`src/sv/cfc_pkg.sv`:
```
// Package: types, codes and sizes shared by the byte-capacity FIFO cache.
`default_nettype none

package cfc_pkg;

    localparam int KEYS      = 32;
    localparam int SLOTS     = 32;
    localparam int KEY_W     = 5;
    localparam int SLOT_W    = 5;
    localparam int CNT_W     = 6;
    localparam int BYTES_W   = 40;
    localparam int CFG_IDX_W = 1;
    localparam int CMD_DEPTH = 2;
    localparam int RES_DEPTH = 4;

    localparam logic REQ_LOOKUP = 1'b0;
    localparam logic REQ_INSERT = 1'b1;

    typedef enum logic [CFG_IDX_W-1:0] {
        CFG_CACHE_ENABLE   = 1'b0,
        CFG_CAPACITY_BYTES = 1'b1
    } t_cfg_idx;

    typedef enum logic [2:0] {
        KIND_MISS     = 3'd0,
        KIND_HIT      = 3'd1,
        KIND_INSERTED = 3'd2,
        KIND_EVICT    = 3'd3,
        KIND_NONE     = 3'd4
    } t_kind;

    typedef enum logic [1:0] {
        CMD_NONE   = 2'd0,
        CMD_LOOKUP = 2'd1,
        CMD_INSERT = 2'd2
    } t_cmd_op;

    typedef enum logic [2:0] {
        ST_IDLE    = 3'd0,
        ST_DECIDE  = 3'd1,
        ST_RD_RING = 3'd2,
        ST_RD_SIZE = 3'd3,
        ST_EVICT   = 3'd4,
        ST_INSERT  = 3'd5
    } t_back_state;

    typedef struct packed {
        logic               req_type;
        logic               key_valid;
        logic [KEY_W-1:0]   key;
        logic [BYTES_W-1:0] object_bytes;
    } t_req;

    typedef struct packed {
        t_kind              kind;
        logic [KEY_W-1:0]   key_out;
        logic [BYTES_W-1:0] bytes_out;
        logic [BYTES_W-1:0] occupancy;
        logic               last;
    } t_res;

    typedef struct packed {
        t_cmd_op            op;
        logic [KEY_W-1:0]   key;
        logic [BYTES_W-1:0] bytes;
    } t_cmd;

endpackage

`default_nettype wire

```
`src/sv/cfc_ram.sv`:
```
// Generic single-write, single-read RAM with registered read data.
`default_nettype none

module cfc_ram #(
    parameter int WIDTH = 8,
    parameter int DEPTH = 32
) (
    input  wire logic                     i_clk,
    input  wire logic                     i_we,
    input  wire logic [$clog2(DEPTH)-1:0] i_waddr,
    input  wire logic [WIDTH-1:0]         i_wdata,
    input  wire logic [$clog2(DEPTH)-1:0] i_raddr,
    output      logic [WIDTH-1:0]         o_rdata
);

    logic [WIDTH-1:0] r_mem [DEPTH];

    always_ff @(posedge i_clk) begin
        if (i_we) begin
            r_mem[i_waddr] <= i_wdata;
        end
        o_rdata <= r_mem[i_raddr];
    end

endmodule

`default_nettype wire

```
`src/sv/cfc_fifo.sv`:
```
// Small synchronous queue used for the command and result transactions.
`default_nettype none

module cfc_fifo #(
    parameter int WIDTH = 8,
    parameter int DEPTH = 2
) (
    input  wire logic             i_clk,
    input  wire logic             i_rst_n,
    input  wire logic             i_push,
    input  wire logic [WIDTH-1:0] i_wdata,
    output      logic             o_full,
    input  wire logic             i_pop,
    output      logic [WIDTH-1:0] o_rdata,
    output      logic             o_empty
);

    localparam int PTR_W = (DEPTH > 1) ? $clog2(DEPTH) : 1;
    localparam int CNT_W = $clog2(DEPTH + 1);

    logic [WIDTH-1:0] r_mem [DEPTH];
    logic [PTR_W-1:0] r_wr_ptr, n_wr_ptr;
    logic [PTR_W-1:0] r_rd_ptr, n_rd_ptr;
    logic [CNT_W-1:0] r_count, n_count;
    logic             do_push, do_pop;

    assign o_full  = (r_count == CNT_W'(DEPTH));
    assign o_empty = (r_count == '0);
    assign o_rdata = r_mem[r_rd_ptr];
    assign do_push = i_push & ~o_full;
    assign do_pop  = i_pop & ~o_empty;

    always_comb begin
        n_wr_ptr = r_wr_ptr;
        n_rd_ptr = r_rd_ptr;
        if (do_push) begin
            n_wr_ptr = (r_wr_ptr == PTR_W'(DEPTH - 1)) ? '0 : r_wr_ptr + 1'b1;
        end
        if (do_pop) begin
            n_rd_ptr = (r_rd_ptr == PTR_W'(DEPTH - 1)) ? '0 : r_rd_ptr + 1'b1;
        end
        n_count = r_count + CNT_W'(do_push) - CNT_W'(do_pop);
    end

    always_ff @(posedge i_clk) begin
        if (!i_rst_n) begin
            r_wr_ptr <= '0;
            r_rd_ptr <= '0;
            r_count  <= '0;
        end else begin
            r_wr_ptr <= n_wr_ptr;
            r_rd_ptr <= n_rd_ptr;
            r_count  <= n_count;
        end
    end

    always_ff @(posedge i_clk) begin
        if (do_push) begin
            r_mem[r_wr_ptr] <= i_wdata;
        end
    end

endmodule

`default_nettype wire

```
`src/sv/cfc_front.sv`:
```
// Front end: configuration registers and request classification.
`default_nettype none

module cfc_front
    import cfc_pkg::*;
(
    input  wire logic                 i_clk,
    input  wire logic                 i_rst_n,
    input  wire logic                 i_cfg_we,
    input  wire logic [CFG_IDX_W-1:0] i_cfg_idx,
    input  wire logic [BYTES_W-1:0]   i_cfg_data,
    input  wire t_req                 i_req,
    output      t_cmd                 o_cmd,
    output      logic [BYTES_W-1:0]   o_capacity
);

    localparam logic [KEY_W:0] KEY_LIMIT = (KEY_W + 1)'(KEYS);

    logic               r_cache_enable;
    logic [BYTES_W-1:0] r_capacity_bytes;
    logic               usable;

    always_ff @(posedge i_clk) begin
        if (!i_rst_n) begin
            r_cache_enable   <= 1'b0;
            r_capacity_bytes <= '0;
        end else if (i_cfg_we) begin
            case (t_cfg_idx'(i_cfg_idx))
                CFG_CACHE_ENABLE: begin
                    r_cache_enable <= i_cfg_data[0];
                end
                CFG_CAPACITY_BYTES: begin
                    r_capacity_bytes <= i_cfg_data;
                end
                default: begin
                end
            endcase
        end
    end

    assign usable     = r_cache_enable & i_req.key_valid & ({1'b0, i_req.key} < KEY_LIMIT);
    assign o_capacity = r_capacity_bytes;

    always_comb begin
        o_cmd.key   = i_req.key;
        o_cmd.bytes = i_req.object_bytes;
        o_cmd.op    = CMD_NONE;
        if (i_req.req_type == REQ_INSERT) begin
            if (usable && (i_req.object_bytes <= r_capacity_bytes)) begin
                o_cmd.op = CMD_INSERT;
            end
        end else if (usable && (i_req.object_bytes != '0)) begin
            o_cmd.op = CMD_LOOKUP;
        end
    end

endmodule

`default_nettype wire

```
`src/sv/cfc_back.sv`:
```
// Back end: sequencer that owns cache state, evicts in FIFO order and emits results.
`default_nettype none

module cfc_back
    import cfc_pkg::*;
(
    input  wire logic               i_clk,
    input  wire logic               i_rst_n,
    input  wire logic [BYTES_W-1:0] i_capacity,
    input  wire t_cmd               i_cmd,
    input  wire logic               i_cmd_empty,
    output      logic               o_cmd_pop,
    output      t_res               o_res,
    output      logic               o_res_push,
    input  wire logic               i_res_full
);

    t_back_state        r_state, n_state;
    t_cmd               r_cmd, n_cmd;
    logic [SLOTS-1:0]   r_present, n_present;
    logic [SLOT_W-1:0]  r_head, n_head;
    logic [CNT_W-1:0]   r_count, n_count;
    logic [BYTES_W-1:0] r_used, n_used;
    logic [KEY_W-1:0]   r_old_key, n_old_key;

    logic [KEY_W-1:0]   ring_rdata;
    logic               ring_we;
    logic [SLOT_W-1:0]  ring_waddr;
    logic [BYTES_W-1:0] size_rdata;
    logic               size_we;
    logic [SLOT_W-1:0]  size_raddr;

    logic [BYTES_W:0]   fit_sum;
    logic               must_evict;
    logic               key_present;
    logic [BYTES_W-1:0] used_after_evict;
    logic [BYTES_W-1:0] used_after_insert;

    cfc_ram #(
        .WIDTH (KEY_W),
        .DEPTH (SLOTS)
    ) u_order_ring (
        .i_clk   (i_clk),
        .i_we    (ring_we),
        .i_waddr (ring_waddr),
        .i_wdata (r_cmd.key),
        .i_raddr (r_head),
        .o_rdata (ring_rdata)
    );

    cfc_ram #(
        .WIDTH (BYTES_W),
        .DEPTH (SLOTS)
    ) u_size_table (
        .i_clk   (i_clk),
        .i_we    (size_we),
        .i_waddr (r_cmd.key),
        .i_wdata (r_cmd.bytes),
        .i_raddr (size_raddr),
        .o_rdata (size_rdata)
    );

    assign fit_sum           = {1'b0, r_used} + {1'b0, r_cmd.bytes};
    assign must_evict        = (r_count != '0) && (fit_sum > {1'b0, i_capacity});
    assign key_present       = r_present[r_cmd.key];
    assign used_after_evict  = (size_rdata <= r_used) ? r_used - size_rdata : '0;
    assign used_after_insert = fit_sum[BYTES_W-1:0];
    assign ring_waddr        = r_head + r_count[SLOT_W-1:0];

    always_comb begin
        n_state = r_state;
        case (r_state)
            ST_IDLE: begin
                if (!i_cmd_empty) begin
                    n_state = ST_DECIDE;
                end
            end
            ST_DECIDE: begin
                if (r_cmd.op == CMD_INSERT && !key_present) begin
                    n_state = must_evict ? ST_RD_RING : ST_INSERT;
                end else if (!i_res_full) begin
                    n_state = ST_IDLE;
                end
            end
            ST_RD_RING: begin
                n_state = ST_RD_SIZE;
            end
            ST_RD_SIZE: begin
                n_state = ST_EVICT;
            end
            ST_EVICT: begin
                if (!i_res_full) begin
                    n_state = ST_DECIDE;
                end
            end
            ST_INSERT: begin
                if (!i_res_full) begin
                    n_state = ST_IDLE;
                end
            end
            default: begin
                n_state = ST_IDLE;
            end
        endcase
    end

    always_comb begin
        o_cmd_pop       = 1'b0;
        o_res_push      = 1'b0;
        o_res.kind      = KIND_NONE;
        o_res.key_out   = r_cmd.key;
        o_res.bytes_out = r_cmd.bytes;
        o_res.occupancy = r_used;
        o_res.last      = 1'b1;
        n_cmd           = r_cmd;
        n_present       = r_present;
        n_head          = r_head;
        n_count         = r_count;
        n_used          = r_used;
        n_old_key       = r_old_key;
        ring_we         = 1'b0;
        size_we         = 1'b0;
        size_raddr      = r_old_key;
        case (r_state)
            ST_IDLE: begin
                o_cmd_pop = ~i_cmd_empty;
                if (!i_cmd_empty) begin
                    n_cmd = i_cmd;
                end
            end
            ST_DECIDE: begin
                case (r_cmd.op)
                    CMD_LOOKUP: begin
                        o_res.kind = key_present ? KIND_HIT : KIND_MISS;
                        o_res_push = ~i_res_full;
                    end
                    CMD_INSERT: begin
                        o_res_push = key_present & ~i_res_full;
                    end
                    default: begin
                        o_res_push = ~i_res_full;
                    end
                endcase
            end
            ST_RD_SIZE: begin
                size_raddr = ring_rdata;
                n_old_key  = ring_rdata;
            end
            ST_EVICT: begin
                o_res.kind      = KIND_EVICT;
                o_res.key_out   = r_old_key;
                o_res.bytes_out = size_rdata;
                o_res.occupancy = used_after_evict;
                o_res.last      = 1'b0;
                if (!i_res_full) begin
                    o_res_push           = 1'b1;
                    n_head               = r_head + 1'b1;
                    n_count              = r_count - 1'b1;
                    n_used               = used_after_evict;
                    n_present[r_old_key] = 1'b0;
                end
            end
            ST_INSERT: begin
                o_res.kind      = KIND_INSERTED;
                o_res.occupancy = used_after_insert;
                if (!i_res_full) begin
                    o_res_push           = 1'b1;
                    size_we              = 1'b1;
                    n_used               = used_after_insert;
                    n_present[r_cmd.key] = 1'b1;
                    if (r_count < CNT_W'(SLOTS)) begin
                        ring_we = 1'b1;
                        n_count = r_count + 1'b1;
                    end
                end
            end
            default: begin
            end
        endcase
    end

    always_ff @(posedge i_clk) begin
        if (!i_rst_n) begin
            r_state   <= ST_IDLE;
            r_present <= '0;
            r_head    <= '0;
            r_count   <= '0;
            r_used    <= '0;
        end else begin
            r_state   <= n_state;
            r_present <= n_present;
            r_head    <= n_head;
            r_count   <= n_count;
            r_used    <= n_used;
        end
    end

    always_ff @(posedge i_clk) begin
        r_cmd     <= n_cmd;
        r_old_key <= n_old_key;
    end

endmodule

`default_nettype wire

```
`src/sv/fifo_byte_capacity_cache_unit.sv`:
```
// Top level of the byte-capacity FIFO cache: front end, command queue, back end, result queue.
// Requests enter through push/full into a short command queue; results leave through
// empty/pop from a result queue, so both sides stall independently. The back-end sequencer
// answers a lookup or a request without action from its decide state, and an insert from
// its insert state; each eviction first passes through the chained registered reads of the
// order ring and then the size table, then the evict state, and returns to the decide state.
`default_nettype none

module fifo_byte_capacity_cache_unit
    import cfc_pkg::*;
#(
    parameter int CMD_Q_DEPTH = CMD_DEPTH,
    parameter int RES_Q_DEPTH = RES_DEPTH
) (
    input  wire logic                 i_clk,
    input  wire logic                 i_rst_n,
    input  wire logic                 push,
    input  wire t_req                 i_req,
    output      logic                 full,
    input  wire logic                 pop,
    output      t_res                 o_res,
    output      logic                 empty,
    input  wire logic                 i_cfg_we,
    input  wire logic [CFG_IDX_W-1:0] i_cfg_idx,
    input  wire logic [BYTES_W-1:0]   i_cfg_data
);

    t_cmd               front_cmd;
    t_cmd               back_cmd;
    logic [BYTES_W-1:0] capacity;
    logic               cmd_empty;
    logic               cmd_pop;
    t_res               back_res;
    logic               res_push;
    logic               res_full;

    cfc_front u_front (
        .i_clk      (i_clk),
        .i_rst_n    (i_rst_n),
        .i_cfg_we   (i_cfg_we),
        .i_cfg_idx  (i_cfg_idx),
        .i_cfg_data (i_cfg_data),
        .i_req      (i_req),
        .o_cmd      (front_cmd),
        .o_capacity (capacity)
    );

    cfc_fifo #(
        .WIDTH ($bits(t_cmd)),
        .DEPTH (CMD_Q_DEPTH)
    ) u_cmd_q (
        .i_clk   (i_clk),
        .i_rst_n (i_rst_n),
        .i_push  (push),
        .i_wdata (front_cmd),
        .o_full  (full),
        .i_pop   (cmd_pop),
        .o_rdata (back_cmd),
        .o_empty (cmd_empty)
    );

    cfc_back u_back (
        .i_clk       (i_clk),
        .i_rst_n     (i_rst_n),
        .i_capacity  (capacity),
        .i_cmd       (back_cmd),
        .i_cmd_empty (cmd_empty),
        .o_cmd_pop   (cmd_pop),
        .o_res       (back_res),
        .o_res_push  (res_push),
        .i_res_full  (res_full)
    );

    cfc_fifo #(
        .WIDTH ($bits(t_res)),
        .DEPTH (RES_Q_DEPTH)
    ) u_res_q (
        .i_clk   (i_clk),
        .i_rst_n (i_rst_n),
        .i_push  (res_push),
        .i_wdata (back_res),
        .o_full  (res_full),
        .i_pop   (pop),
        .o_rdata (o_res),
        .o_empty (empty)
    );

endmodule

`default_nettype wire
```
`config.mk`:
```
export PLATFORM = sky130hd
export DESIGN_NAME = fifo_byte_capacity_cache_unit
export DESIGN_NICKNAME = d
export VERILOG_FILES = /design/src/sv/cfc_pkg.sv /design/src/sv/cfc_ram.sv /design/src/sv/cfc_fifo.sv /design/src/sv/cfc_front.sv /design/src/sv/cfc_back.sv /design/src/sv/fifo_byte_capacity_cache_unit.sv
export SDC_FILE = /design/constraint.sdc
export NUM_CORES = 2
export LEC_CHECK = 0
export BUFFER_PORTS_ARGS = -buffer_cell sky130_fd_sc_hd__buf_2
export CAP_MARGIN = 10
export CORE_MARGIN = 1
export CORE_UTILIZATION = 33
export DETAILED_ROUTE_END_ITERATION = 6
export RECOVER_POWER = 100
export REMOVE_ABC_BUFFERS = 1
export SYNTH_ARGS = -nofsm -noshare
export SYNTH_HDL_FRONTEND = slang
export SYNTH_SLANG_ARGS = --single-unit
```
`constraint.sdc`:
```
create_clock -name i_clk -period 15.05 [get_ports i_clk]
set_clock_uncertainty 0.2 [all_clocks]
set_input_delay 3.7625 -clock i_clk [delete_from_list [all_inputs] [get_ports i_clk]]
set_output_delay 3.7625 -clock i_clk [all_outputs]
set_load 0.02 [all_outputs]
```
After elaboration in Yosys (flattened, before gate mapping)
Memory sizes are Yosys's and may differ from the RTL's. A register that Yosys moved wholly into a read port is not among the register bits.
Cells that the tools add are included.
{"block": "totals", "regBits": 143, "mem_bits_rw": 1890, "in_bits": 93, "word_cells": 145, "n_memories": 4}
{"block": "op_classes", "n_addsub": 14, "order_cmp": 8, "n_eq_ne": 15, "mux": 55, "bitwise_logic": 14, "n_reduce_logical": 21}
{"name": "u_back.u_size_table.r_mem", "depth": 32, "word_bits": 40, "rd": 1, "rd_ports_with_merged_regs": 1, "wr": 1, "line_no": "cfc_ram.sv:16", "rtl": "logic [WIDTH-1:0] r_mem [DEPTH];"}
{"name": "u_res_q.r_mem", "depth": 4, "word_bits": 89, "rd": 1, "rd_ports_with_merged_regs": 1, "wr": 1, "line_no": "cfc_fifo.sv:21", "rtl": "logic [WIDTH-1:0] r_mem [DEPTH];"}
{"name": "u_back.u_order_ring.r_mem", "depth": 32, "word_bits": 5, "rd": 1, "rd_ports_with_merged_regs": 1, "wr": 1, "line_no": "cfc_ram.sv:16"}
{"name": "u_cmd_q.r_mem", "depth": 2, "word_bits": 47, "rd": 1, "rd_ports_with_merged_regs": 1, "wr": 1, "line_no": "cfc_fifo.sv:21"}
{"operator": "$pmux W40 S2", "n": 2}
{"operator": "$mux W40", "n": 3}
{"operator": "$le A40 B40 Y1", "n": 2}
{"operator": "$mux W32", "n": 2}
{"operator": "$pmux W32 S2", "n": 1}
{"operator": "$mux W45", "n": 1}
{"operator": "$add A40 B40 Y41", "n": 1}
{"operator": "$gt A41 B40 Y1", "n": 1}
{"operator": "$reduce_bool A40 Y1", "n": 1}
{"operator": "$sub A40 B40 Y40", "n": 1}
{"operator": "$and A32 B32 Y32", "n": 1}
{"operator": "$not A32 Y32", "n": 1}
{"operator": "$or A32 B32 Y32", "n": 1}
{"operator": "$mux W1", "n": 23}
{"operator": "$mux W3", "n": 6}
{"operator": "$mux W6", "n": 3}
{"operator": "$pmux W3 S6", "n": 1}
{"operator": "$lt A5 B6 Y1 const B", "n": 2}
{"operator": "$mux W2", "n": 6}
{"operator": "$pmux W6 S2", "n": 1}
{"operator": "$demux W1 S5", "n": 2}
{"operator": "$ge A5 B1 Y1 const B", "n": 2}
{"operator": "$reduce_and A2 Y1", "n": 5}
{"operator": "$eq A3 B3 Y1 const B", "n": 3}
{"operator": "32 further kinds", "n": 55}

Depth between registers and ports, before layout
{"block": "logic_depth", "word_depth": 8, "depth_mapped": 21, "depth_no_buf": 21}

Cells and area by module
From an unflattened synthesis, not the netlist that was laid out.
{"block": "hier_totals", "cells_unflattened": 5786, "hier_area_um2": 89403.2}
{"mod": "cfc_ram at u_back.u_size_table", "n_inst": 1, "cells_each": 2813, "area_each_um2": 50564.7}
{"mod": "cfc_fifo at u_res_q", "n_inst": 1, "cells_each": 517, "area_each_um2": 13292.7}
{"mod": "cfc_back", "n_inst": 1, "cells_each": 1624, "area_each_um2": 12479.5}
{"mod": "cfc_ram at u_back.u_order_ring", "n_inst": 1, "cells_each": 277, "area_each_um2": 6344.8}
{"mod": "cfc_fifo at u_cmd_q", "n_inst": 1, "cells_each": 173, "area_each_um2": 3748.6}
{"mod": "cfc_front", "n_inst": 1, "cells_each": 382, "area_each_um2": 2972.9}

Worst setup path after synthesis
Ideal clock, no wire load.
{"block": "synth_path", "path_type": "input port to flip-flop", "start": "in push", "end": "mem u_cmd_q.r_mem[0][0] in the netlist's numbering, enable pin", "setup_ns": 0.452, "arrival_time_ns": 5.823, "required_ns": 14.398, "setup_slack_ns": 8.576, "cell_stages": 2, "path_buffers": 0, "path_cell_list": "nand2_1 -> nor2_1"}
{"block": "synth_via", "elab_chain_len": 3}
{"element": "start, declared", "line_no": "fifo_byte_capacity_cache_unit.sv:17", "rtl": "input wire logic push,"}
{"element": "$and A1 B1 Y1", "line_no": "cfc_fifo.sv:30", "rtl": "assign do_push = i_push & ~o_full;"}
{"element": "$mux W1", "line_no": "cfc_fifo.sv:58", "rtl": "if (do_push) begin"}
{"element": "$mux W1 (implied by the code)", "line_no": "cfc_fifo.sv:59", "rtl": "r_mem[r_wr_ptr] <= i_wdata;"}
{"element": "end, declared", "line_no": "cfc_fifo.sv:21"}
No other way between the ends.

Worst setup path in the final report
{"block": "layout_path", "start": "reg u_back.r_cmd[40] in the netlist's numbering", "end": "mem u_res_q.r_mem[0][59] in the netlist's numbering, enable pin"}
{"block": "layout_via", "elab_chain_len": 8}
{"element": "start, declared", "line_no": "cfc_back.sv:19", "rtl": "t_cmd r_cmd, n_cmd;"}
{"element": "start signal, assigned", "line_no": "cfc_back.sv:199", "rtl": "r_cmd <= n_cmd;"}
{"element": "$bmux W1 S5", "line_no": "cfc_back.sv:65", "rtl": "assign key_present = r_present[r_cmd.key];"}
{"element": "$mux W1 (implied by the code)", "line_no": "cfc_back.sv:65"}
{"element": "$and A1 B1 Y1", "line_no": "cfc_back.sv:138", "rtl": "o_res_push = key_present & ~i_res_full;"}
{"element": "$mux W1"}
{"element": "$pmux W1 S2", "line_no": "cfc_back.sv:124", "rtl": "case (r_state)"}
{"element": "$and A1 B1 Y1", "line_no": "cfc_fifo.sv:30"}
{"element": "named net u_res_q.do_push", "line_no": "cfc_fifo.sv:25", "rtl": "logic do_push, do_pop;"}
{"element": "$mux W1", "line_no": "cfc_fifo.sv:58"}
{"element": "$mux W1 (implied by the code)", "line_no": "cfc_fifo.sv:59"}
{"element": "end, declared", "line_no": "cfc_fifo.sv:21"}
The timed path passes the listed nets, and every way through them passes these cells. The select of a mux whose other input is x is not followed.

==> run summary <==
The area overhead of the layout relative to synthesis came out at 12.2%. After synthesis, the share of flip-flops with an asynchronous set or reset is 0%. The floorplan die width came out at 522 um. The routed via count divided by cell count is 5.45. The via count came out at 57800.

The number of detailed-routing iterations run before antenna repair came out at 6. CTS saw 2127 sinks. The number of nets with antenna violations after detailed routing came out at 0. The final wirelength came out at 271 mm.

After detailed routing, the average wire length per cell comes to 25.6 um. The global-route wire length before repair is 386 mm. Counting the fill cells in the layout gives 25500. STA puts the critical path data required time at 15230 ps. The number of H-tree branching levels came out at 4.

STA classifies the critical path startpoint as a flip-flop. The critical path in this run is classified as reg -> reg. TritonCTS built the clock tree. The most frequently used flop master after synthesis is sky130_fd_sc_hd__edfxtp_1. The buffer type at the clock tree root is sky130_fd_sc_hd__clkbuf_16. The routed design could run at a clock period as short as 10790 ps.

The sequential standard cell area is 62000 um2. The cts-stage hold buffer count came out at 0. The largest net degree at the start of global routing came out at 173. The worst setup path is captured at a flip-flop. Yosys printed 0 warnings.

The power density normalized to cell area is 173 nW/um2. The violation count after the first detailed-route iteration is 7738. Summing all multi-input logic gate instances after layout gives 25400 um2. The DRC violation count after routing came out at 0.

The worst slew margin relative to its limit is -200%. Summed over all cells, the static leakage comes to 0.0338 uW. Setup repair after global routing left no endpoint under its margin. The total power consumption of the routed design is 17300 uW.

The checks that failed: max-capacitance violations, max-slew violations. The number of rows created at floorplan came out at 190. The top fanout value on the critical path came out at 49. Clock-pin slew was measured on the worst setup and hold paths at 60 ps. Sequential cells were found to cover 69.3% of the synthesized design area. Yosys mapped a number of flops with a built-in enable equal to 1937.

The placement-stage worst setup slack came out at 8000 ps. The total half-perimeter wirelength after legalization and detailed placement came out at 161 mm. The number of buffers inserted by port buffering came out at 183. The final RePlAce weighted congestion is 0.928.

The core box area is 269000 um2. The startpoint identified for the worst register-to-register timing path is u_back.r_cmd[40]. The count of distinct cell types in the synthesized netlist came out at 90.

The number of clock buffers inserted by TritonCTS came out at 203. The average cell area after synthesis is 13.2 um2. At the pin with the least slew margin, the transition time is 4490 ps. The clock tree buffer depth came out at 3. After global routing the overflow that remains totals 0.

In the final layout, the share of cells above drive strength 1 is 8.83%. Traced cell by cell, the critical path runs through clkbuf_1 > mux4_2 > nor3b_1 > a31oi_1 > o211ai_1 > nor3b_1 > o31ai_1 > and2_0 > clkbuf_1. The floorplan step set the die height to 522 um. The maximum achievable frequency is 0.0927 GHz. The effective utilization at floorplan came out at 33.3%.

For this run, the total global-route usage over all layers was measured as 19.3%. The smallest setup slack after layout is 4260 ps. The synthesized netlist occupies a cell area of 89400 um2. The data arrival time of the critical path came out at 10970 ps. The floorplan die area came out at 273000 um2. The insertion delay to the later sink of the worst-skew pair is 880 ps. The hold path startpoint is u_front.o_capacity[33]. The tightest min-delay check is of the reg -> reg type. The number of hold violations in the final report is 0.

Across the run, the number of max-cap violations was 106. The final period utilization is 71.7%. The final setup violation count came out at 0. The number of ports placed on the die boundary is 184. The most critical setup path has its startpoint at u_back.r_cmd[40]. Gates resized during post-CTS repair numbered 0.

The synthesized instance count is 6757. IR analysis of the VDD net gives a maximum drop of 104 uV. The final net count is 7144. The run finished, with violations left. The number of buffers added for setup after CTS came out at 0. The initial antenna violation count is 39. The largest individual stage delay along the critical path comes from the cell sky130_fd_sc_hd__and2_0. The delay of the slowest cell on the worst path came out at 2820 ps.

The synthesis-stage register bit count is 2127. The number of global-route vias before repair is 54800. The final number of max-transition violations came out at 3436.
[flip-flops by register name, indices dropped and copies added, names as in the netlist, 3 cells and up, named ones only]
signal and count:
u_back.r_cmd 47, u_back.r_count 6, u_back.r_head 5, u_back.r_old_key 5, u_back.r_present 32, u_back.r_state 3, u_back.r_used 40, u_back.u_order_ring.o_rdata 5
u_back.u_order_ring.r_mem 160, u_back.u_size_table.o_rdata 40, u_back.u_size_table.r_mem 1280, u_cmd_q.r_mem 94, u_front.o_capacity 40, u_res_q.r_count 3, u_res_q.r_mem 356
[metal layers]
metal	share of wire (%)	vias to the layer above	global-route usage [%]
li1	-	25500	-
met1	41	29300	26.4
met2	47	2592	30.9
met3	8.0	442	3.15
met4	3.5	4	7.17
met5	0.010	-	0
[cell usage in the layout (no fill, tap or decap), types with 14 or more instances in the layout]
cell type / Yosys / layout
sky130_fd_sc_hd__nand2b_1: 19 / 19
sky130_fd_sc_hd__a31oi_1: 67 / 67
sky130_fd_sc_hd__clkbuf_16: 0 / 205
sky130_fd_sc_hd__buf_2: 60 / 49
sky130_fd_sc_hd__a22oi_1: 14 / 14
sky130_fd_sc_hd__xor2_1: 28 / 28
sky130_fd_sc_hd__clkinv_1: 1 / 37
sky130_fd_sc_hd__dfxtp_1: 190 / 187
sky130_fd_sc_hd__nand3_1: 676 / 677
sky130_fd_sc_hd__a311oi_1: 202 / 202
sky130_fd_sc_hd__o21a_1: 24 / 24
sky130_fd_sc_hd__a21oi_1: 185 / 188
sky130_fd_sc_hd__edfxtp_1: 1937 / 1937
sky130_fd_sc_hd__clkbuf_8: 0 / 18
sky130_fd_sc_hd__a21o_1: 112 / 112
sky130_fd_sc_hd__clkinv_2: 0 / 21
sky130_fd_sc_hd__xnor2_1: 61 / 61
sky130_fd_sc_hd__buf_4: 0 / 35
sky130_fd_sc_hd__nand4_1: 37 / 37
sky130_fd_sc_hd__o21bai_1: 16 / 16
sky130_fd_sc_hd__diode_2: 0 / 20
sky130_fd_sc_hd__nor2b_1: 17 / 17
sky130_fd_sc_hd__o21ai_0: 158 / 162
sky130_fd_sc_hd__mux2_2: 53 / 41
sky130_fd_sc_hd__nor2_1: 177 / 168
sky130_fd_sc_hd__inv_1: 132 / 129
sky130_fd_sc_hd__clkbuf_1: 306 / 283
sky130_fd_sc_hd__mux4_2: 147 / 147
sky130_fd_sc_hd__o221a_2: 14 / 14
sky130_fd_sc_hd__nor4_1: 18 / 17
sky130_fd_sc_hd__ha_1: 179 / 179
sky130_fd_sc_hd__nand2_1: 1562 / 1561
sky130_fd_sc_hd__and3_1: 92 / 91
sky130_fd_sc_hd__o211ai_1: 25 / 26
sky130_fd_sc_hd__nor3_1: 21 / 21
[critical path, delay by kind of cell (launching register included)]
kind	cells	cell delay (ps)
DFF	1	870
and+or+nand+nor	3	3190
muxes	1	450
AOI/OAI and AO/OA	3	1420
buffers and inverters	2	3930
[cells in the mapped netlist, drive strengths merged, types with 37 or more instances]
master  number  area [um2]
nor2       177         664
a31oi       68         440
o21ai      169         857
nand3      677        3390
edfxtp    1937       58200
mux2        53         597
mux4       147        3310
ha         179        2240
a311oi     202        1770
a21oi      193         996
a21o       113         850
xnor2       61         534
and3        92         576
inv        134         503
nand2     1562        5860
buf         96         450
clkbuf     306        1150
nand4       37         231
dfxtp      190        3800
[stage by stage]
step           hold slack, ps  cells  area, um2  utilization (%)   TNS, ps
5_1_grt                   270  10600     100000             37.3         0
3_5_place_dp              246  10200      94500             35.2         0
3_3_place_gp              244  10200      94500             35.2         0
2_1_floorplan             236   6355      87800                -  -2890640
6_report                  256  10600     100000             37.3         0
4_1_cts                   255  10600     101000             37.6         0
[layout make-up]
cell class / instances / share of cell area [%]
antenna: 20 / 0.0499
clock buffer: 286 / 5.60
clock inverter: 88 / 0.877
inverter: 135 / 0.534
multi-input combinational: 4093 / 25.3
sequential: 2127 / 61.8
tap: 3552 / 4.43
timing repair buffer: 307 / 1.39
[path summary, 6_finish.rpt]
kind / to / slack (ps) / cells after the start
min reg2reg: u_front.o_capacity[33] / 260 / 2
max reg2reg: u_res_q.r_mem[0][59] / 4260 / 9
max: u_res_q.r_mem[0][59] / 4260 / 9
min: u_front.o_capacity[33] / 260 / 2
[power breakdown]
group,switching (uW),internal (uW)
Combinational,3070,1260
Clock,2240,2830
Sequential,391,7510
[cell families (layout without fill, tap and decap cells)]
family | Yosys count | in the layout | synth area share, %
AND/OR/NAND/NOR | 2686 | 2686 | 13.0
AO/OA/AOI/OAI | 924 | 924 | 7.30
XOR/XNOR | 89 | 89 | 0.872
multiplexers | 210 | 210 | 4.48
buffers and inverters | 537 | 816 | 2.36
flip-flops | 2127 | 2127 | 69.3
adder cells (fa/ha/maj) | 184 | 184 | 2.62
other | 0 | 20 | 0
(Power assumes the default switching activity.)
